File: src/hdl/jsfe_pkg.sv
// ----------------------------------------------------------------------------
// jsfe_pkg
// Shared types and constants of the JSON string field extractor.
// ----------------------------------------------------------------------------
package jsfe_pkg;

    localparam int DEF_MAX_KEY_BYTES = 16;
    // key bytes the two key registers can hold
    localparam int KEY_REG_BYTES     = 16;
    localparam int QUEUE_DEPTH       = 4;

    localparam int CFG_IDX_W = 2;
    localparam logic [CFG_IDX_W-1:0] CFG_KEY_LENGTH     = 2'd0;
    localparam logic [CFG_IDX_W-1:0] CFG_KEY_BYTES_LOW  = 2'd1;
    localparam logic [CFG_IDX_W-1:0] CFG_KEY_BYTES_HIGH = 2'd2;

    typedef enum logic [1:0] {
        KIND_BYTE      = 2'd0,
        KIND_CLOSED    = 2'd1,
        KIND_CUT       = 2'd2,
        KIND_NOT_FOUND = 2'd3
    } kind_t;

    // results caused by one text byte: count is 0, 1 or 2
    typedef struct packed {
        logic [1:0] count;
        kind_t      kind0;
        logic [7:0] byte0;
        kind_t      kind1;
    } run_t;

endpackage

File: src/hdl/jsfe_front.sv
// ----------------------------------------------------------------------------
// jsfe_front
// Key window match, value parse state and unescaping; builds one run record
// for each text byte.
// ----------------------------------------------------------------------------
module jsfe_front
    import jsfe_pkg::*;
#(
    parameter int MAX_KEY_BYTES = DEF_MAX_KEY_BYTES
) (
    input  logic                 aclk,
    input  logic                 aresetn,
    input  logic                 cfg_valid,
    input  logic [CFG_IDX_W-1:0] cfg_index,
    input  logic [63:0]          cfg_data,
    input  logic                 take,
    input  logic [7:0]           text_byte,
    input  logic                 frame_end,
    output logic                 push,
    output run_t                 run
);

    localparam int WIN_DEPTH  = MAX_KEY_BYTES + 4;
    localparam int LEN_W      = $clog2(MAX_KEY_BYTES + 1);
    localparam int KIDX_W     = (MAX_KEY_BYTES > 1) ? $clog2(MAX_KEY_BYTES) : 1;
    localparam int HEX_DIGITS = 4;
    localparam int HCNT_W     = $clog2(HEX_DIGITS);
    localparam logic [HCNT_W-1:0] HEX_LAST = HCNT_W'(HEX_DIGITS - 1);

    localparam logic [7:0] CH_QUOTE = 8'h22;
    localparam logic [7:0] CH_COLON = 8'h3a;
    localparam logic [7:0] CH_BSL   = 8'h5c;
    localparam logic [7:0] CH_SLASH = 8'h2f;
    localparam logic [7:0] CH_N     = 8'h6e;
    localparam logic [7:0] CH_T     = 8'h74;
    localparam logic [7:0] CH_R     = 8'h72;
    localparam logic [7:0] CH_U     = 8'h75;
    localparam logic [7:0] CH_LF    = 8'h0a;
    localparam logic [7:0] CH_SPACE = 8'h20;

    typedef enum logic [2:0] {
        M_SEARCH = 3'd0,
        M_VALUE  = 3'd1,
        M_ESCAPE = 3'd2,
        M_HEX    = 3'd3,
        M_DONE   = 3'd4
    } mode_t;

    function automatic logic is_hex(input logic [7:0] b);
        return (b >= 8'h30 && b <= 8'h39) || (b >= 8'h61 && b <= 8'h66) ||
               (b >= 8'h41 && b <= 8'h46);
    endfunction

    logic [4:0]        key_length_reg;
    logic [63:0]       key_low_reg;
    logic [63:0]       key_high_reg;
    logic [127:0]      key_cat;
    logic [7:0]        key_arr [MAX_KEY_BYTES];
    logic [LEN_W-1:0]  len_eff;
    logic [KIDX_W-1:0] kpos;

    mode_t             mode_reg, mode_next;
    logic [HCNT_W-1:0] hcnt_reg, hcnt_next;
    logic [7:0]        win_reg  [WIN_DEPTH];
    logic [7:0]        win_next [WIN_DEPTH];
    logic [7:0]        win_sh   [WIN_DEPTH];
    logic              hit;

    logic              r0_valid, do_value, e_valid;
    kind_t             r0_kind, e_kind;
    logic [7:0]        r0_byte;

    assign key_cat = {key_high_reg, key_low_reg};

    for (genvar k = 0; k < MAX_KEY_BYTES; k++) begin : g_key
        if (k < KEY_REG_BYTES) begin : g_held
            assign key_arr[k] = key_cat[8*k +: 8];
        end else begin : g_zero
            assign key_arr[k] = 8'h00;
        end
    end

    assign len_eff = (32'(key_length_reg) > MAX_KEY_BYTES) ? LEN_W'(MAX_KEY_BYTES)
                                                           : LEN_W'(key_length_reg);

    always_comb begin
        win_sh[0] = text_byte;
        for (int i = 1; i < WIN_DEPTH; i++) begin
            win_sh[i] = win_reg[i-1];
        end
    end

    // newest byte at index 0, so the key appears reversed behind the quote-colon-quote
    always_comb begin
        kpos = '0;
        hit  = (win_sh[0] == CH_QUOTE) && (win_sh[1] == CH_COLON) && (win_sh[2] == CH_QUOTE);
        for (int i = 0; i < MAX_KEY_BYTES; i++) begin
            if (i < int'(len_eff)) begin
                kpos = KIDX_W'(int'(len_eff) - 1 - i);
                if (win_sh[3+i] != key_arr[kpos]) begin
                    hit = 1'b0;
                end
            end
        end
        for (int i = 0; i <= MAX_KEY_BYTES; i++) begin
            if (i == int'(len_eff) && win_sh[3+i] != CH_QUOTE) begin
                hit = 1'b0;
            end
        end
    end

    always_comb begin
        mode_next = mode_reg;
        hcnt_next = hcnt_reg;
        win_next  = win_reg;
        r0_valid  = 1'b0;
        r0_kind   = KIND_BYTE;
        r0_byte   = 8'h00;
        do_value  = 1'b0;
        e_valid   = 1'b0;
        e_kind    = KIND_CUT;

        case (mode_reg)
            M_SEARCH: begin
                win_next = win_sh;
                if (hit) begin
                    mode_next = M_VALUE;
                end
            end
            M_VALUE: begin
                do_value = 1'b1;
            end
            M_ESCAPE: begin
                mode_next = M_VALUE;
                priority if (text_byte == CH_N) begin
                    r0_valid = 1'b1;
                    r0_byte  = CH_LF;
                end else if (text_byte == CH_T || text_byte == CH_R) begin
                    r0_valid = 1'b1;
                    r0_byte  = CH_SPACE;
                end else if (text_byte == CH_BSL || text_byte == CH_QUOTE ||
                             text_byte == CH_SLASH) begin
                    r0_valid = 1'b1;
                    r0_byte  = text_byte;
                end else if (text_byte == CH_U) begin
                    r0_valid  = 1'b1;
                    r0_byte   = CH_SPACE;
                    mode_next = M_HEX;
                    hcnt_next = '0;
                end else begin
                    // unknown escape dropped
                end
            end
            M_HEX: begin
                if (is_hex(text_byte)) begin
                    if (hcnt_reg == HEX_LAST) begin
                        mode_next = M_VALUE;
                        hcnt_next = '0;
                    end else begin
                        hcnt_next = hcnt_reg + 1'b1;
                    end
                end else begin
                    mode_next = M_VALUE;
                    hcnt_next = '0;
                    do_value  = 1'b1;
                end
            end
            M_DONE: begin
            end
            default: begin
                mode_next = M_DONE;
            end
        endcase

        if (do_value) begin
            priority if (text_byte == CH_QUOTE) begin
                mode_next = M_DONE;
                r0_valid  = 1'b1;
                r0_kind   = KIND_CLOSED;
            end else if (text_byte == CH_BSL) begin
                mode_next = M_ESCAPE;
            end else begin
                r0_valid = 1'b1;
                r0_byte  = text_byte;
            end
        end

        if (frame_end) begin
            if (mode_next == M_SEARCH) begin
                e_valid = 1'b1;
                e_kind  = KIND_NOT_FOUND;
            end else if (mode_next != M_DONE) begin
                e_valid = 1'b1;
                e_kind  = KIND_CUT;
            end
            for (int i = 0; i < WIN_DEPTH; i++) begin
                win_next[i] = 8'h00;
            end
            mode_next = M_SEARCH;
            hcnt_next = '0;
        end
    end

    always_comb begin
        if (r0_valid) begin
            run.count = 2'd1 + {1'b0, e_valid};
            run.kind0 = r0_kind;
            run.byte0 = r0_byte;
        end else begin
            run.count = {1'b0, e_valid};
            run.kind0 = e_kind;
            run.byte0 = 8'h00;
        end
        run.kind1 = e_kind;
    end

    assign push = take && (run.count != 2'd0);

    always_ff @(posedge aclk) begin
        if (!aresetn) begin
            key_length_reg <= '0;
            key_low_reg    <= '0;
            key_high_reg   <= '0;
            mode_reg       <= M_SEARCH;
            hcnt_reg       <= '0;
            for (int i = 0; i < WIN_DEPTH; i++) begin
                win_reg[i] <= 8'h00;
            end
        end else begin
            if (cfg_valid) begin
                case (cfg_index)
                    CFG_KEY_LENGTH:     key_length_reg <= cfg_data[4:0];
                    CFG_KEY_BYTES_LOW:  key_low_reg    <= cfg_data;
                    CFG_KEY_BYTES_HIGH: key_high_reg   <= cfg_data;
                    default: begin
                    end
                endcase
            end
            if (take) begin
                mode_reg <= mode_next;
                hcnt_reg <= hcnt_next;
                win_reg  <= win_next;
            end
        end
    end

endmodule

File: src/hdl/jsfe_queue.sv
// ----------------------------------------------------------------------------
// jsfe_queue
// Small first-in first-out queue of run records between front and back.
// ----------------------------------------------------------------------------
module jsfe_queue
    import jsfe_pkg::*;
(
    input  logic aclk,
    input  logic aresetn,
    input  logic push,
    input  run_t run_in,
    input  logic pop,
    output run_t head,
    output logic empty,
    output logic full
);

    localparam int PTR_W = $clog2(QUEUE_DEPTH);
    localparam int CNT_W = $clog2(QUEUE_DEPTH + 1);

    run_t             store [QUEUE_DEPTH];
    logic [PTR_W-1:0] wr_ptr_reg, rd_ptr_reg;
    logic [CNT_W-1:0] cnt_reg;
    logic             do_push, do_pop;

    assign empty   = (cnt_reg == '0);
    assign full    = (cnt_reg == CNT_W'(QUEUE_DEPTH));
    assign head    = store[rd_ptr_reg];
    assign do_push = push && !full;
    assign do_pop  = pop && !empty;

    always_ff @(posedge aclk) begin
        if (do_push) begin
            store[wr_ptr_reg] <= run_in;
        end
    end

    always_ff @(posedge aclk) begin
        if (!aresetn) begin
            wr_ptr_reg <= '0;
            rd_ptr_reg <= '0;
            cnt_reg    <= '0;
        end else begin
            if (do_push) begin
                wr_ptr_reg <= (wr_ptr_reg == PTR_W'(QUEUE_DEPTH - 1)) ? '0 : wr_ptr_reg + 1'b1;
            end
            if (do_pop) begin
                rd_ptr_reg <= (rd_ptr_reg == PTR_W'(QUEUE_DEPTH - 1)) ? '0 : rd_ptr_reg + 1'b1;
            end
            unique case ({do_push, do_pop})
                2'b10:   cnt_reg <= cnt_reg + 1'b1;
                2'b01:   cnt_reg <= cnt_reg - 1'b1;
                default: cnt_reg <= cnt_reg;
            endcase
        end
    end

endmodule

File: src/hdl/jsfe_back.sv
// ----------------------------------------------------------------------------
// jsfe_back
// Splits run records into single results and drives the output register.
// ----------------------------------------------------------------------------
module jsfe_back
    import jsfe_pkg::*;
(
    input  logic       aclk,
    input  logic       aresetn,
    input  run_t       head,
    input  logic       empty,
    output logic       pop,
    output logic       m_valid,
    input  logic       m_ready,
    output logic [1:0] m_kind,
    output logic [7:0] m_value_byte,
    output logic       m_last_of_run
);

    logic       m_valid_reg;
    logic [1:0] kind_reg;
    logic [7:0] byte_reg;
    logic       last_reg;
    logic       phase_reg;
    logic       load, cur_last;
    kind_t      cur_kind;
    logic [7:0] cur_byte;

    // output register can take a new result when empty or being drained
    assign load     = !m_valid_reg || m_ready;
    assign cur_kind = phase_reg ? head.kind1 : head.kind0;
    assign cur_byte = phase_reg ? 8'h00 : head.byte0;
    assign cur_last = phase_reg || (head.count == 2'd1);
    assign pop      = load && !empty && cur_last;

    always_ff @(posedge aclk) begin
        if (!aresetn) begin
            m_valid_reg <= 1'b0;
            phase_reg   <= 1'b0;
        end else if (load) begin
            m_valid_reg <= !empty;
            if (!empty) begin
                phase_reg <= !cur_last;
            end
        end
    end

    always_ff @(posedge aclk) begin
        if (load && !empty) begin
            kind_reg <= cur_kind;
            byte_reg <= cur_byte;
            last_reg <= cur_last;
        end
    end

    assign m_valid       = m_valid_reg;
    assign m_kind        = kind_reg;
    assign m_value_byte  = byte_reg;
    assign m_last_of_run = last_reg;

endmodule

File: src/hdl/json_string_field_extractor.sv
// ----------------------------------------------------------------------------
// json_string_field_extractor
// Finds a configured key in streamed JSON text and emits its unescaped string
// value followed by one end status per frame.
// ----------------------------------------------------------------------------
// Usage:
//   cfg channel: write key_length (index 0), key_bytes_low (1), key_bytes_high (2)
//   while no frame is in flight; cfg_ready is always high.
//   s channel: one text byte per transfer, s_frame_end on the last byte of a frame.
//   m channel: results of kind 0 (value byte), 1 (closed by quote), 2 (cut by
//   frame end) or 3 (key not found); m_last_of_run marks the final result
//   caused by one input byte.
// Timing:
//   the first result of a byte passes the run queue, then the output register.
//   one byte is accepted per cycle while the queue is not full; a byte giving two
//   results (a frame end only) emits both, absorbed by a four-entry run queue.
//   the key match over the byte window and the parse step are combinational.
// Reset: window cleared, parser searching, key registers zero, queue empty.
// Stall: while m_ready is low results wait in the output register and the
//   queue; s_ready drops only when the queue is full.
// ----------------------------------------------------------------------------
module json_string_field_extractor
    import jsfe_pkg::*;
#(
    parameter int MAX_KEY_BYTES = DEF_MAX_KEY_BYTES
) (
    input  logic                 aclk,
    input  logic                 aresetn,
    input  logic                 cfg_valid,
    output logic                 cfg_ready,
    input  logic [CFG_IDX_W-1:0] cfg_index,
    input  logic [63:0]          cfg_data,
    input  logic                 s_valid,
    output logic                 s_ready,
    input  logic [7:0]           s_text_byte,
    input  logic                 s_frame_end,
    output logic                 m_valid,
    input  logic                 m_ready,
    output logic [1:0]           m_kind,
    output logic [7:0]           m_value_byte,
    output logic                 m_last_of_run
);

    logic take, push, pop, empty, full;
    run_t run, head;

    assign cfg_ready = 1'b1;
    assign s_ready   = !full;
    assign take      = s_valid && s_ready;

    jsfe_front #(
        .MAX_KEY_BYTES(MAX_KEY_BYTES)
    ) u_front (
        .aclk      (aclk),
        .aresetn   (aresetn),
        .cfg_valid (cfg_valid),
        .cfg_index (cfg_index),
        .cfg_data  (cfg_data),
        .take      (take),
        .text_byte (s_text_byte),
        .frame_end (s_frame_end),
        .push      (push),
        .run       (run)
    );

    jsfe_queue u_queue (
        .aclk    (aclk),
        .aresetn (aresetn),
        .push    (push),
        .run_in  (run),
        .pop     (pop),
        .head    (head),
        .empty   (empty),
        .full    (full)
    );

    jsfe_back u_back (
        .aclk          (aclk),
        .aresetn       (aresetn),
        .head          (head),
        .empty         (empty),
        .pop           (pop),
        .m_valid       (m_valid),
        .m_ready       (m_ready),
        .m_kind        (m_kind),
        .m_value_byte  (m_value_byte),
        .m_last_of_run (m_last_of_run)
    );

endmodule

File: config.mk
export PLATFORM = sky130hd
export DESIGN_NAME = json_string_field_extractor
export DESIGN_NICKNAME = d
export VERILOG_FILES = /design/src/hdl/jsfe_pkg.sv /design/src/hdl/jsfe_front.sv /design/src/hdl/jsfe_queue.sv /design/src/hdl/jsfe_back.sv /design/src/hdl/json_string_field_extractor.sv
export SDC_FILE = /design/constraint.sdc
export NUM_CORES = 1
export LEC_CHECK = 0
export BUFFER_PORTS_ARGS = -buffer_cell sky130_fd_sc_hd__buf_2
export CORE_MARGIN = 3
export CORE_UTILIZATION = 45
export CTS_CLUSTER_SIZE = 12
export DETAILED_ROUTE_END_ITERATION = 10
export MAX_ROUTING_LAYER = met4
export SLEW_MARGIN = 10
export SYNTH_ARGS = -nofsm -noshare
export SYNTH_HDL_FRONTEND = slang
export SYNTH_SLANG_ARGS = --single-unit
File: constraint.sdc
create_clock -name aclk -period 12.3 [get_ports aclk]
set_input_delay 2.46 -clock aclk [delete_from_list [all_inputs] [get_ports aclk]]
set_output_delay 2.46 -clock aclk [all_outputs]
set_load 0.03 [all_outputs]
Yosys cells after proc, flatten, opt, wreduce, memory -nomap -nowiden
Memories as Yosys holds them, arrays and structs flattened. A register that Yosys moved wholly into a read port is not among the register bits.
Cells that the tools add are included.
- bits in registers: 310
- bits in writable memories: 56
- input bits: 80
- output and inout port bits: 14
- word-level logic and storage cells: 396
- memories: 1
- add/sub/neg operators: 22
- order comparisons: 39
- eq/ne operators: 76
- muxes and demuxes: 154
- bitwise logic cells: 17
- reduce and logical (&&, ||, !) cells: 55
- memories (memory ; depth ; bits a word ; read ports ; clocked after memory_dff ; write ports ; line ; source):
    u_queue.store ; 4 ; 14 ; 1 ; 1 ; 1 ; jsfe_queue.sv:21 ; run_t store [QUEUE_DEPTH];
- operator list (operator ; number):
    8-bit binary-select mux with 4-bit select ; 16
    160-bit two-way mux ; 2
    8-bit two-way mux ; 39
    8-bit by 6-bit inequality test with 1-bit output (second input constant) ; 17
    8-bit inequality test ; 16
    5-bit greater-or-equal comparator (second input constant) ; 16
    4-bit inverter with 5-bit output ; 16
    1-bit two-way mux ; 65
    5-bit == test (first input constant) ; 9
    8-bit by 7-bit == test with 1-bit output (second input constant) ; 5
    4-bit by 5-bit < comparator with 1-bit output (first input constant) ; 8
    8-bit by 6-bit == test with 1-bit output (second input constant) ; 4
    4-bit subtractor (second input constant) ; 8
    2-bit two-way mux ; 15
    3-bit two-way mux ; 10
    1-bit logical AND ; 28
    4-bit by 5-bit == test with 1-bit output (first input constant) ; 4
    3-bit by 5-bit < comparator with 1-bit output (first input constant) ; 4
    8-bit by 7-bit greater-or-equal comparator with 1-bit output (second input constant) ; 2
    8-bit by 7-bit less-or-equal comparator with 1-bit output (second input constant) ; 2
    4-bit by 3-bit subtractor with 4-bit output (second input constant) ; 4
    12-bit two-way mux ; 1
    3-bit inequality test (second input constant) ; 4
    3-bit one-hot mux with 4 select lines ; 1
    other kinds (35) ; 67

Logic depth before layout (Yosys ltp)
- depth after elaboration: 73
- mapped depth: 20
- depth with buffers taken out: 16

Modules after synthesis
A second synthesis with hierarchy kept.
- cell total of the unflattened synthesis: 2676
- area, all modules: 25279.2 µm²
- modules (own cells, without submodules) (module ; instances ; cells an instance ; area an instance (µm²)):
    jsfe_front ; 1 ; 2509 ; 22177.5
    jsfe_queue ; 1 ; 129 ; 2542.4
    jsfe_back ; 1 ; 34 ; 538.0
    json_string_field_extractor ; 1 ; 4 ; 21.3

Worst setup path before layout
No wires, ideal clock.
- kind: input to register
- start: input s_text_byte[6]
- end: register u_queue.cnt_reg[2]
- library setup time: 0.070 ns
- arrival: 5.553 ns
- setup slack: 6.677 ns
- cell stages on the path: 17
- path buffers: 1
- cell sequence: clkbuf_1 > inv_1 > nor4_1 > a31oi_1 > nor4b_1 > nand2b_1 > nor2_1 > or3b_2 > ha_1 > nor2_1 > inv_1 > ha_1 > inv_1 > fa_1 > xor2_1 > or3_1 > a21oi_1
- cells in the longest elaborated chain, start to end: 68
- elaborated cells on any way between the ends: 106
- those cells by class: 1 x add/sub; 6 x order compare; 10 x eq/ne; 74 x mux; 15 x reduce/logical
- ends and longest elaborated chain (item ; line ; source):
    start: declaration ; json_string_field_extractor.sv:35 ; input logic [7:0] s_text_byte,
    8-bit by 6-bit == test with 1-bit output ; jsfe_front.sv:96, jsfe_front.sv:141, jsfe_front.sv:176 ;
    1-bit logical AND (2 in series) ; jsfe_front.sv:96 ; hit = (win_sh[0] == CH_QUOTE) && (win_sh[1] == CH_COLON) && (win_sh[2] == CH_QUOTE);
    1-bit two-way mux ; jsfe_front.sv:100 ; if (win_sh[3+i] != key_arr[kpos]) begin
    1-bit two-way mux ; jsfe_front.sv:98 ; if (i < int'(len_eff)) begin
    1-bit two-way mux ; jsfe_front.sv:100 ;
    1-bit two-way mux ; jsfe_front.sv:98 ;
    1-bit two-way mux ; jsfe_front.sv:100 ;
    1-bit two-way mux ; jsfe_front.sv:98 ;
    [... 51 more ...] ; -- ;
    1-bit two-way mux ; jsfe_front.sv:188 ; if (frame_end) begin
    1-bit by 1-bit adder with 2-bit output ; jsfe_front.sv:206 ; run.count = 2'd1 + {1'b0, e_valid};
    12-bit two-way mux (*) ; jsfe_front.sv:205 ; if (r0_valid) begin
    2-bit nonzero test (*) ; jsfe_front.sv:217 ; assign push = take && (run.count != 2'd0);
    1-bit logical AND (*) ; jsfe_front.sv:217 ;
    1-bit logical AND (*) ; jsfe_queue.sv:29 ; assign do_push = push && !full;
    2-bit by 1-bit == test with 1-bit output or 2-bit == test (tied branches) ; jsfe_queue.sv:50 ; unique case ({do_push, do_pop})
    3-bit one-hot mux with 2 select lines or 2-bit nonzero test (tied branches) ; -- ;
    end signal: assignment ; jsfe_queue.sv:51 ; 2'b10: cnt_reg <= cnt_reg + 1'b1;
    end signal: assignment ; jsfe_queue.sv:52 ; 2'b01: cnt_reg <= cnt_reg - 1'b1;
    end signal: assignment ; jsfe_queue.sv:53 ; default: cnt_reg <= cnt_reg;
    end: declaration ; jsfe_queue.sv:23 ; logic [CNT_W-1:0] cnt_reg;
Every way passes the cells marked *; elsewhere a longest branch is shown, timed or not.
A chain may end at the register's enable or synchronous reset.

==> flow_results.org <==
** Worst setup path
- Worst-path maximum fanout :: 58
- Data arrives at the worst endpoint at 6.95 ns.
- Delay-heaviest family, CP :: simple AND/OR/NAND/NOR gates
- Startpoint type of the worst setup path :: flip-flop
- Crit path largest cell delay :: 0.94 ns
- The critical path runs through a total of 13 cells.
- The signal on the critical path passes through and2b_2 -> ha_2 -> buf_4 -> o2111ai_1 -> xor2_2 -> mux2i_1 -> xor2_1 -> nor4_1 -> nand3_1 -> a211oi_1 -> o21ai_0 -> nor4b_1 -> o21bai_1.
- The worst register-to-register path has a depth of 13.
- The setup path with the least slack is of type reg2reg.
- Master of the slowest instance on the critical path :: xor2_2
- Buffers and inverters on the worst path :: 1
- Type of destination of the critical path :: flip-flop
- For the worst setup path, the data required time is 12.58 ns.

** Floorplanning
- The die covers 0.0580 sq mm.
- Io pins :: 94
- Row generation in the floorplan step produced 85 rows.
- Die X-Extent :: 241 microns
- Y dimension of the die :: 241 microns
- For this configuration, the core starts out at a cell density of 0.458.
- After floorplanning, the core was sized to cover 0.0542 sq mm.

** Global routing
- First-pass GRT wire length :: 149000 microns
- Summed over all layers, the global routing overflow is 0.
- Via count of the first global-routing pass :: 21.3k
- Entering global routing, the biggest net connects 102 pins.
- Overall global routing resource usage :: 0.359
- The initial antenna violation count was 2.

** Clock network
- CTS saw 364 sinks.
- TritonCTS built the clock tree.
- Clock slew at the register clock pins of the worst setup and hold paths :: 0.06 ns
- Clock insertion delay at the later pin of the skew report :: 0.60 ns
- Cts bufs inserted :: 41
- Number of buffers on the longest clock path :: 3
- In this run the clock root is driven by a clkbuf_16.
- In this run, post-CTS hold repair placed 0 buffers.
- H-tree level count :: 2
- PostCTS Resize Cnt :: 0
- Number of post-CTS setup repair buffers :: 0

** Place
- The number of placed instances, taps included, is 3330.
- The HPWL after detailed placement is 76200 microns.
- Final weighted congestion of routability-driven global placement :: 1.06
- Placed instance area :: 0.0255 sq mm
- In this run the tool buffered the top-level ports with 92 buffer cells.

** Routing
- Post-route DRC violation count :: 0
- Number of vias after detailed routing :: 22.9k
- Initial DRC Count :: 3022
- Post-detailed-route via-to-cell ratio :: 6.72
- The final layout contains routed wiring with a total length of 103000 microns.
- First-pass detailed-route iteration total :: 9
- Wire length per cell after detailed routing :: 30.2 microns
- Post-route ant nets :: 0

** STA
- Setup repair after global routing missed its margin :: false
- Clock period minus worst slack :: 6.67 ns
- In the finished design, the share of the clock period the worst path needs comes to 0.543.
- For this run, the top clock speed supported by timing is 150 MHz.
- Slew HR :: 0.201
- Pin slew with the least headroom to its limit :: 1.17 ns
- Worst Clk Skew :: 0.0392 ns
- Setup violations remaining at the end of the flow were counted as 0.
- Total count of hold-check failures in the final report :: 0
- Adding up every negative setup slack in the final design gives 0 ns.
- Max-slew violation count :: 0

** Final layout
- Share of final-layout standard cells stronger than drive strength 1 :: 0.143
- The finished cells cover 0.0269 sq mm.
- Area grow syn2layout :: 8.41%
- Number of antenna repair diodes :: 0
- Number of nets in the layout :: 2774
- Number of flip-flops in the largest register :: 152
- Post-Layout Cell Count :: 3403

** Synthesis
- Of the post-synthesis cell area, the dominant cell type holds 0.243.
- Number of storage elements in the synthesis netlist :: 364
- Mean instance size in the synthesized netlist :: 9.07 sq um
- For this run, the leading register cell type out of synthesis is dfxtp_1.
- The largest total area in the synthesized netlist belongs to dfxtp_1.
- Number of distinct library cell variants in the gate-level netlist after synthesis :: 89
- Post-synthesis sequential area ratio :: 0.319
- Net Count, Synth :: 2835
- The Yosys step of the flow raised 0 warnings.
- In this run, synthesis inferred 63 flip-flops with an integrated enable.
- Post-synth ARST share :: 0
- Cell types with the highest counts after synthesis :: nand2_1, mux2i_1, dfxtp_1
- Most numerous cell in the Yosys netlist :: nand2_1
- Synthesis handed over a netlist of 2738 instances.
- Top area cells in the synthesized netlist :: dfxtp_1, mux2i_1, mux4_2
- Post-Synthesis Cell Area :: 0.0248 sq mm

** Power and ir drop
- Of the total power, combinational logic draws 0.222.
- Share of total power in sequential cells :: 0.401
- The share of total power dissipated in the clock network is 0.377.
- Internal power comes to 0.00225 W.
- For this design the ratio of total power to cell area is 122 mW/mm^2.
- Highest ir drop seen on vdd :: 122 uV
- Switching power as a share of total power :: 0.315
- Summed over all cells, the static leakage comes to 9.93 nW.
- For this design the total switching power over the nets is 0.00104 W.

** Min path
- Hold depth :: 2
- The min-delay analysis places its worst path in the category reg2reg.

** Run status
- The flow ran to the end, and the final reports show no timing, DRC or antenna violations.

** Run
- Max-capacitance violation count :: 0
==> metrics by stage <==
| stage | power [W] | setup slack, ns | util | hold WS, ns |
|---|---|---|---|---|
| floorplan | 0.00182 | 6.68 | - | 0.454 |
| global placement | 0.00205 | 5.72 | 0.471 | 0.456 |
| detailed placement | 0.00206 | 5.63 | 0.471 | 0.467 |
| CTS | 0.00330 | 5.62 | 0.496 | 0.475 |
| global route | 0.00340 | 5.30 | 0.496 | 0.516 |
| finish | 0.00329 | 5.63 | 0.496 | 0.474 |
==> kinds of logic (layout without fill, tap and decap cells) <==
kind of cell	after synthesis	count (layout)	synth area share
buffers and inverters	281	250	0.0491
other	1	1	0.000151
AND/OR/NAND/NOR	864	864	0.167
AO/OA/AOI/OAI	625	625	0.171
flip-flops	364	364	0.319
multiplexers	445	445	0.234
adder cells (fa/ha/maj)	17	17	0.00887
XOR/XNOR	141	141	0.0506
==> worst register-to-register path, stage by stage, from the launching register on <==
cell,delay [ns]
dfxtp_4,0.85
and2b_2,0.63
ha_2,0.39
buf_4,0.64
o2111ai_1,0.35
xor2_2,0.94
mux2i_1,0.56
xor2_1,0.12
nor4_1,0.38
nand3_1,0.17
a211oi_1,0.31
o21ai_0,0.15
nor4b_1,0.64
o21bai_1,0.25
==> power groups by stage <==
stage	Sequential (W)	Clock (W)	Combinational, W
global placement	0.00134	0	0.000709
finish	0.00132	0.00124	0.000730
floorplan	0.00136	0	0.000468
detailed placement	0.00134	0	0.000717
CTS	0.00132	0.00126	0.000719
global route	0.00132	0.00130	0.000773
==> layout by cell type, fill, tap and decap left out, types with 31 or more instances in the layout <==
master | synthesis | layout
mux2_2 | 31 | 31
dfxtp_1 | 301 | 298
edfxtp_1 | 63 | 63
clkbuf_16 | 0 | 41
buf_2 | 45 | 92
xnor2_1 | 70 | 69
nor2_1 | 247 | 247
nand2_1 | 340 | 340
o21ai_0 | 38 | 38
a21oi_1 | 198 | 197
inv_1 | 33 | 33
nor4b_1 | 35 | 35
mux4_2 | 106 | 106
xor2_1 | 68 | 68
buf_4 | 11 | 49
mux2i_1 | 308 | 308
a22oi_1 | 172 | 172
==> worst paths after layout <==
check / startpoint / endpoint / slack, ns
worst max register to register: u_front.key_length_reg[1] / u_queue.store[0][10] / 5.63
worst max-delay path: u_front.key_length_reg[1] / u_queue.store[0][10] / 5.63
worst min-delay path: u_back.m_valid / u_back.m_valid / 0.47
worst min register to register: u_back.m_valid / u_back.m_valid / 0.47
==> routing by layer <==
metal	share of wire	GRT usage
met2	0.45	0.547
met3	0.092	0.0686
met1	0.40	0.463
met4	0.058	0.163
met5	0	-
==> area by class of cell <==
type	count	area (sq um)
Sequential cell	364	7930
Timing Repair Buffer	141	828
Inverter	36	145
Clock inverter	13	166
Tap cell	696	871
Fill cell	5171	27300
Multi-Input combinational cell	2093	15800
Clock buffer	60	1210
(Power assumes the default switching activity.)
